**src/rtl/two_body_gravity_step_unit_assert.svh**
```systemverilog
// Assertion helpers for the gravity stepper.
`ifndef TWO_BODY_GRAVITY_STEP_UNIT_ASSERT_SVH
`define TWO_BODY_GRAVITY_STEP_UNIT_ASSERT_SVH

// Check an implication on every clock edge outside reset.
`define TGS_ASSERT_IMPL(label, ante, cons, msg) \
  label: assert property (@(posedge clk) disable iff (rst) (ante) |-> (cons)) \
    else $error(msg);

// Check that the consequent holds in the cycle after the antecedent.
`define TGS_ASSERT_NEXT(label, ante, cons, msg) \
  label: assert property (@(posedge clk) disable iff (rst) (ante) |=> (cons)) \
    else $error(msg);

`endif

```
**src/rtl/tgs_pkg.sv**
```systemverilog
package tgs_pkg;

  localparam int unsigned WIDE = 128;
  localparam int unsigned HALF = 64;

  typedef enum logic [1:0] {
    CMD_TICK        = 2'd0,
    CMD_LOAD_FIRST  = 2'd1,
    CMD_LOAD_SECOND = 2'd2,
    CMD_UNUSED      = 2'd3
  } command_t;

  typedef enum logic [2:0] {
    CFG_GRAV    = 3'd0,
    CFG_STEP    = 3'd1,
    CFG_MASS1   = 3'd2,
    CFG_MASS2   = 3'd3,
    CFG_CONTACT = 3'd4
  } cfg_index_t;

  typedef enum logic [1:0] {
    OP_MUL,
    OP_DIV,
    OP_SQRT
  } arith_op_t;

  typedef struct packed {
    logic      start;
    arith_op_t op;
  } arith_req_t;

  typedef enum logic [3:0] {
    ST_IDLE,
    ST_SQ,
    ST_SQRT,
    ST_D2,
    ST_U,
    ST_GM,
    ST_GT,
    ST_W,
    ST_DV,
    ST_POS,
    ST_OUT
  } state_t;

endpackage

```
**src/rtl/tgs_arith.sv**
```systemverilog
module tgs_arith (
  input  logic                          clk,
  input  logic                          rst,
  input  tgs_pkg::arith_req_t           req,
  input  logic [tgs_pkg::WIDE-1:0]      opa,
  input  logic [tgs_pkg::WIDE-1:0]      opb,
  output logic                          done,
  output logic [tgs_pkg::WIDE-1:0]      result
);

  logic                          busy;
  tgs_pkg::arith_op_t            op_r;
  logic [6:0]                    cnt;
  logic [6:0]                    last_cnt;
  logic [tgs_pkg::WIDE-1:0]      a_r;
  logic [tgs_pkg::WIDE-1:0]      d_r;
  logic [tgs_pkg::WIDE-1:0]      nreg;
  logic [tgs_pkg::WIDE-1:0]      acc;
  logic [tgs_pkg::WIDE-1:0]      rmd;
  logic [65:0]                   rem;
  logic [tgs_pkg::HALF-1:0]      breg;
  logic                          ovf;

  logic [tgs_pkg::WIDE:0]        mul_sum;
  logic [tgs_pkg::WIDE:0]        div_try;
  logic [65:0]                   sq_shift;
  logic [65:0]                   sq_trial;

  always_comb begin
    unique case (op_r)
      tgs_pkg::OP_DIV: last_cnt = 7'd127;
      default:         last_cnt = 7'd63;
    endcase
  end

  always_comb begin
    mul_sum  = {acc, 1'b0} + {1'b0, (breg[tgs_pkg::HALF-1] ? a_r : '0)};
    div_try  = {rmd, nreg[tgs_pkg::WIDE-1]};
    sq_shift = {rem[63:0], nreg[tgs_pkg::WIDE-1 -: 2]};
    sq_trial = {acc[63:0], 2'b01};
  end

  always_ff @(posedge clk) begin
    if (rst) begin
      busy <= 1'b0;
      done <= 1'b0;
    end else begin
      done <= busy && (cnt == last_cnt);
      if (req.start) begin
        busy <= 1'b1;
      end else if (busy && cnt == last_cnt) begin
        busy <= 1'b0;
      end
    end
  end

  always_ff @(posedge clk) begin
    if (req.start) begin
      op_r <= req.op;
      cnt  <= '0;
      a_r  <= opa;
      d_r  <= opb;
      nreg <= opa;
      breg <= opb[tgs_pkg::HALF-1:0];
      acc  <= '0;
      rmd  <= '0;
      rem  <= '0;
      ovf  <= 1'b0;
    end else if (busy) begin
      cnt <= cnt + 7'd1;
      unique case (op_r)
        tgs_pkg::OP_MUL: begin
          // MSB first: double and add, flag any bit lost off the top
          ovf  <= ovf | acc[tgs_pkg::WIDE-1] | mul_sum[tgs_pkg::WIDE];
          acc  <= mul_sum[tgs_pkg::WIDE-1:0];
          breg <= {breg[tgs_pkg::HALF-2:0], 1'b0};
        end
        tgs_pkg::OP_DIV: begin
          nreg <= {nreg[tgs_pkg::WIDE-2:0], 1'b0};
          if (div_try >= {1'b0, d_r}) begin
            rmd <= tgs_pkg::WIDE'(div_try - {1'b0, d_r});
            acc <= {acc[tgs_pkg::WIDE-2:0], 1'b1};
          end else begin
            rmd <= div_try[tgs_pkg::WIDE-1:0];
            acc <= {acc[tgs_pkg::WIDE-2:0], 1'b0};
          end
        end
        default: begin
          nreg <= {nreg[tgs_pkg::WIDE-3:0], 2'b00};
          if (sq_shift >= sq_trial) begin
            rem <= sq_shift - sq_trial;
            acc <= {acc[tgs_pkg::WIDE-2:0], 1'b1};
          end else begin
            rem <= sq_shift;
            acc <= {acc[tgs_pkg::WIDE-2:0], 1'b0};
          end
        end
      endcase
    end
  end

  always_comb begin
    unique case (op_r)
      tgs_pkg::OP_MUL: result = ovf ? '1 : acc;
      tgs_pkg::OP_DIV: result = acc;
      default:         result = {{tgs_pkg::HALF{1'b0}}, acc[tgs_pkg::HALF-1:0]};
    endcase
  end

endmodule

```
**config.mk**
```make
export PLATFORM = sky130hd
export DESIGN_NAME = tgs_arith
export DESIGN_NICKNAME = d
export VERILOG_FILES = /design/src/rtl/two_body_gravity_step_unit_assert.svh /design/src/rtl/tgs_pkg.sv /design/src/rtl/tgs_arith.sv
export SDC_FILE = /design/constraint.sdc
export NUM_CORES = 2
export LEC_CHECK = 0
export BUFFER_PORTS_ARGS = -buffer_cell sky130_fd_sc_hd__buf_4
export CAP_MARGIN = 25
export CORE_UTILIZATION = 45
export CTS_CLUSTER_DIAMETER = 200
export CTS_CLUSTER_SIZE = 24
export DETAILED_ROUTE_END_ITERATION = 8
export MAX_ROUTING_LAYER = met4
export PLACE_DENSITY = 0.73
export SYNTH_ARGS = -nofsm -noshare
export SYNTH_HDL_FRONTEND = slang
export SYNTH_SLANG_ARGS = --single-unit
```
**constraint.sdc**
```tcl
create_clock -name clk -period 12.9 [get_ports clk]
set_input_delay 1.935 -clock clk [delete_from_list [all_inputs] [get_ports clk]]
set_output_delay 1.935 -clock clk [all_outputs]
set_load 0.05 [all_outputs]
```
# After elaboration in Yosys (flattened, before gate mapping)
# Index checks and enable logic that the tools add are counted.
# totals
regBits	780
input_bits	261
# classes
add_sub_neg	4
magnitude_cmp	2
n_reduce_logical	11
n_mux	17
eq_ne	3
bitwise_logic	3
# op_table
op	n
$pmux 128 s2	3
$mux 128	5
$mux 64	4
$add 129x128->129	1
$ge 129x128->1	1
$sub 128x128->128	1
$ge 66x66->1	1
$sub 64x64->64	1
$reduce_and 2->1	5
$add 7x1->7 const B	1
$eq 7x7->1	1
$mux 7	1
$reduce_bool 2->1	3
$mux 1	4
$eq 2x1->1 const B	1
$logic_not 2->1	1
$ne 2x2->1 const B	1
$or 1x1->1	2
$reduce_or 2->1	1
$logic_and 1x1->1	1
$not 1->1	1

# Longest topological paths before layout
# depth
ltp_word	6
depth_mapped	16
depth_no_buf	14

# Worst setup path after synthesis
# OpenSTA, ideal clock, no wires.
# synth_timing
kind	in2reg
startpoint	input port req[2] (netlist name)
endpoint	register nreg[0] (netlist name) (enable)
t_arrival_ps	5056
path_stages	6
n_path_buf	4
setup_slack_ps	6734
cell_sequence	clkbuf_1 clkbuf_1 inv_2 clkbuf_1 clkbuf_1 nand2_1
# synth_between
elab_chain_len	2
# synth_rtl
element	line	text
start: declaration	tgs_arith.sv:4	input tgs_pkg::arith_req_t req,
$ne 2x2->1 (no line) / $reduce_bool 2->1 (equally long branches)	-	
$reduce_and 2->1 (no line) (*)	-	
end signal: assignment	tgs_arith.sv:63	nreg <= opa;
end signal: assignment	tgs_arith.sv:79	nreg <= {nreg[tgs_pkg::WIDE-2:0], 1'b0};
end signal: assignment	tgs_arith.sv:89	nreg <= {nreg[tgs_pkg::WIDE-3:0], 2'b00};
end: declaration	tgs_arith.sv:17	logic [tgs_pkg::WIDE-1:0] nreg;
# Every way passes the cells marked *; elsewhere a longest branch is shown, timed or not.
# A chain may end at the register's enable or synchronous reset.

# Worst setup path after layout
# layout_timing
startpoint	register op_r[1]
endpoint	output port result[72] (netlist name)
# layout_between
elab_chain_len	2
# layout_rtl
element	line	text
start: declaration	tgs_arith.sv:12	tgs_pkg::arith_op_t op_r;
start signal: assignment	tgs_arith.sv:59	op_r <= req.op;
$eq 2x1->1 / $logic_not 2->1 (equally long branches)	tgs_arith.sv:103	unique case (op_r)
$pmux 128 s2 (*)	tgs_arith.sv:103	
end: declaration	tgs_arith.sv:8	output logic [tgs_pkg::WIDE-1:0] result
# Marked as above.

==> results_dict.tcl <==
set metrics [dict create \
    status "finished clean" \
    clock_latency_ps 660 \
    final_common_cell "nand2_1" \
    synth_enable_flop_cells 450 \
    arrival_ps 3520 \
    post-dp-hpwl_um 136000 \
    fin_area_sq_mm 0.0597 \
    fin_nets 7262 \
    vdd_drop_max_mv 0.121 \
    syn-num-nets 7210 \
    synthSimpleGateAreaFrac_pct 17.5 \
    placed_cells 8245 \
    antenna_found_initial 8 \
    dieArea_sq_mm 0.123 \
    path_max_fanout 74 \
    final-setup-viol-count 0 \
    min_period_over_period_pct 42.3 \
    track_usage_pct 28.7 \
    drtPass1Iterations 6 \
    crit_required_ps 10970 \
    ys_ff_latch 780 \
    avgSynthCellArea_sq_um 8.28 \
    htreeDepth 2 \
    synth-xor-area-share_pct 4.31 \
    synth-adder-area-share_pct 7.41 \
    fmax_ghz 0.183 \
    drive_above_1_share_pct 9.07 \
    p_leak_nw 24.0 \
    wirelength_um 179000 \
    fillers 11500 \
    fp.dieW_um 351 \
    cp-start-kind "flip-flop" \
    synth_cell_type_count 109 \
    floorplan.core_area_sq_mm 0.120 \
    async_reset_ff_share_pct 0 \
    finalHoldViolations 0 \
    tritoncts "done" \
    synth_flop_cell "edfxtp_1" \
    dieHeight_um 351 \
    drv_slew 0 \
    final_cell_mix "nand2_1, a21oi_1, o21ai_0" \
    rsz0062_at_grt "no" \
    wire_per_inst_um 21.4 \
    placed_area_sq_mm 0.0585 \
    pre_cts_ws_ps 7210 \
    cts_buffer_depth 3 \
    power_density_mw_per_mm2 108 \
    via_per_inst 6.02 \
    endpoint_kind "primary output" \
    fin_cells 8327 \
    root_buffer "clkbuf_16" \
    drc_errors 0 \
    portBuffers 389 \
    power_mw 6.48 \
    overflow 0 \
    ant_nets 0 \
    initial_utilization_pct 45.6 \
    fp-row-count 127 \
    synth_top_family_by_area "compound AO/OA/AOI/OAI gates" \
    utilization_pct 49.6 \
    ys_warn_count 0 \
    holdCritPathClass "reg2reg" \
    clock_sinks 780 \
    skew_ps 32.1 \
    path_class "reg2out" \
    dr.first_iter.drc_count 4577 \
    postCtsSetupBuffers 0 \
    place_congestion 1.02 \
    synthCells 6625 \
    synth_compound_gate_area_share_pct 24.2 \
    path_clk_slew_ps 110 \
    fin_tns_setup_ps 0 \
    maxCapViolations 0 \
    cts-buffers-inserted 38 \
    tightest_slew_ps 1170 \
    synthMuxAreaShare_pct 4.27 \
    synth.yosys.seq_area_share_pct 36.7 \
    postCtsHoldBufs 0 \
    syn_to_final_growth_pct 8.81 \
    grt_pass1_vias 46600 \
    syn_area_sq_mm 0.0549 \
    fin_crit_ps 5460 \
    whs_ps 482 \
    cts_resized 0 \
    ios 390 \
    vias 50100 \
    worst_slack_ps 7440 \
    grt_pass1_wl_um 271000 \
    slew_headroom_pct 21.0 \
    grt_max_degree 190 \
]
logic make-up after synthesis:
family,count (synthesis)
and+or+nand+nor,2101
muxes,226
DFF,780
xor gates and xnor gates,270
adders and majority gates,324
buffers and inverters,790
AOI/OAI and AO/OA,2134
report_power, final:
part           switching (mW)  internal (mW)  total (mW)
logic                    1.35          0.725        2.07
registers               0.122           2.85        2.98
clock network           0.851          0.580        1.43
sequential cells by signal, indices dropped and copies added, names as in the netlist:
signal and cells:
d_r 128, cnt 7, busy 1, rmd 128
op_r 2, ovf 1, done 1, a_r 128
nreg 128, rem 64, acc 128, breg 64
Yosys cell counts, types with 160 or more instances:
master	number	area (sq um)
nor2_1	510	1910
a21oi_1	653	3270
nand4_1	169	1060
mux2i_1	160	1600
clkbuf_1	281	1050
ha_1	322	4030
dfxtp_1	330	6610
edfxtp_1	450	13500
inv_1	370	1390
xnor2_1	166	1450
o21ai_0	523	2620
nand2_1	855	3210
routing by layer:
layer | vias up | track usage [%] | share of wire (%)
met1 | 23800 | 38.7 | 44
met4 | 0 | 10.7 | 3.8
li1 | 24100 | - | -
met5 | - | - | 0
met3 | 272 | 3.26 | 7.1
met2 | 1939 | 44.4 | 45
final cells by class:
class / instances / area (sq um) / area share (%)
clock inverter: 2 / 25.0 / 0.0419
sequential: 780 / 20100 / 33.7
tap: 1612 / 2020 / 3.38
clock buffer: 66 / 1080 / 1.80
inverter: 372 / 1400 / 2.34
antenna: 10 / 25.0 / 0.0419
timing repair buffer: 430 / 3310 / 5.54
multi-input combinational: 5055 / 31700 / 53.1
path summary, 6_finish.rpt:
check,cells after the start,from,slack (ps),end
worst max-delay path,7,op_r[1]$_DFFE_PP_,7440,result[72]
worst min-delay path,2,rmd[27]$_SDFFE_PP0P_,480,rmd[27]$_SDFFE_PP0P_
worst max register to register,15,breg[63]$_DFFE_PP_,7450,ovf$_SDFFE_PP0P_
worst min register to register,2,rmd[27]$_SDFFE_PP0P_,480,rmd[27]$_SDFFE_PP0P_
critical path, stage by stage, from the launching register on:
cell and delay [ps]:
edfxtp_1 1010, buf_4 500, nor2_4 70, nand2_4 70, buf_4 420, buf_16 320, o21ai_0 180, buf_4 220
Note: power is estimated with default switching activity, not from simulation.
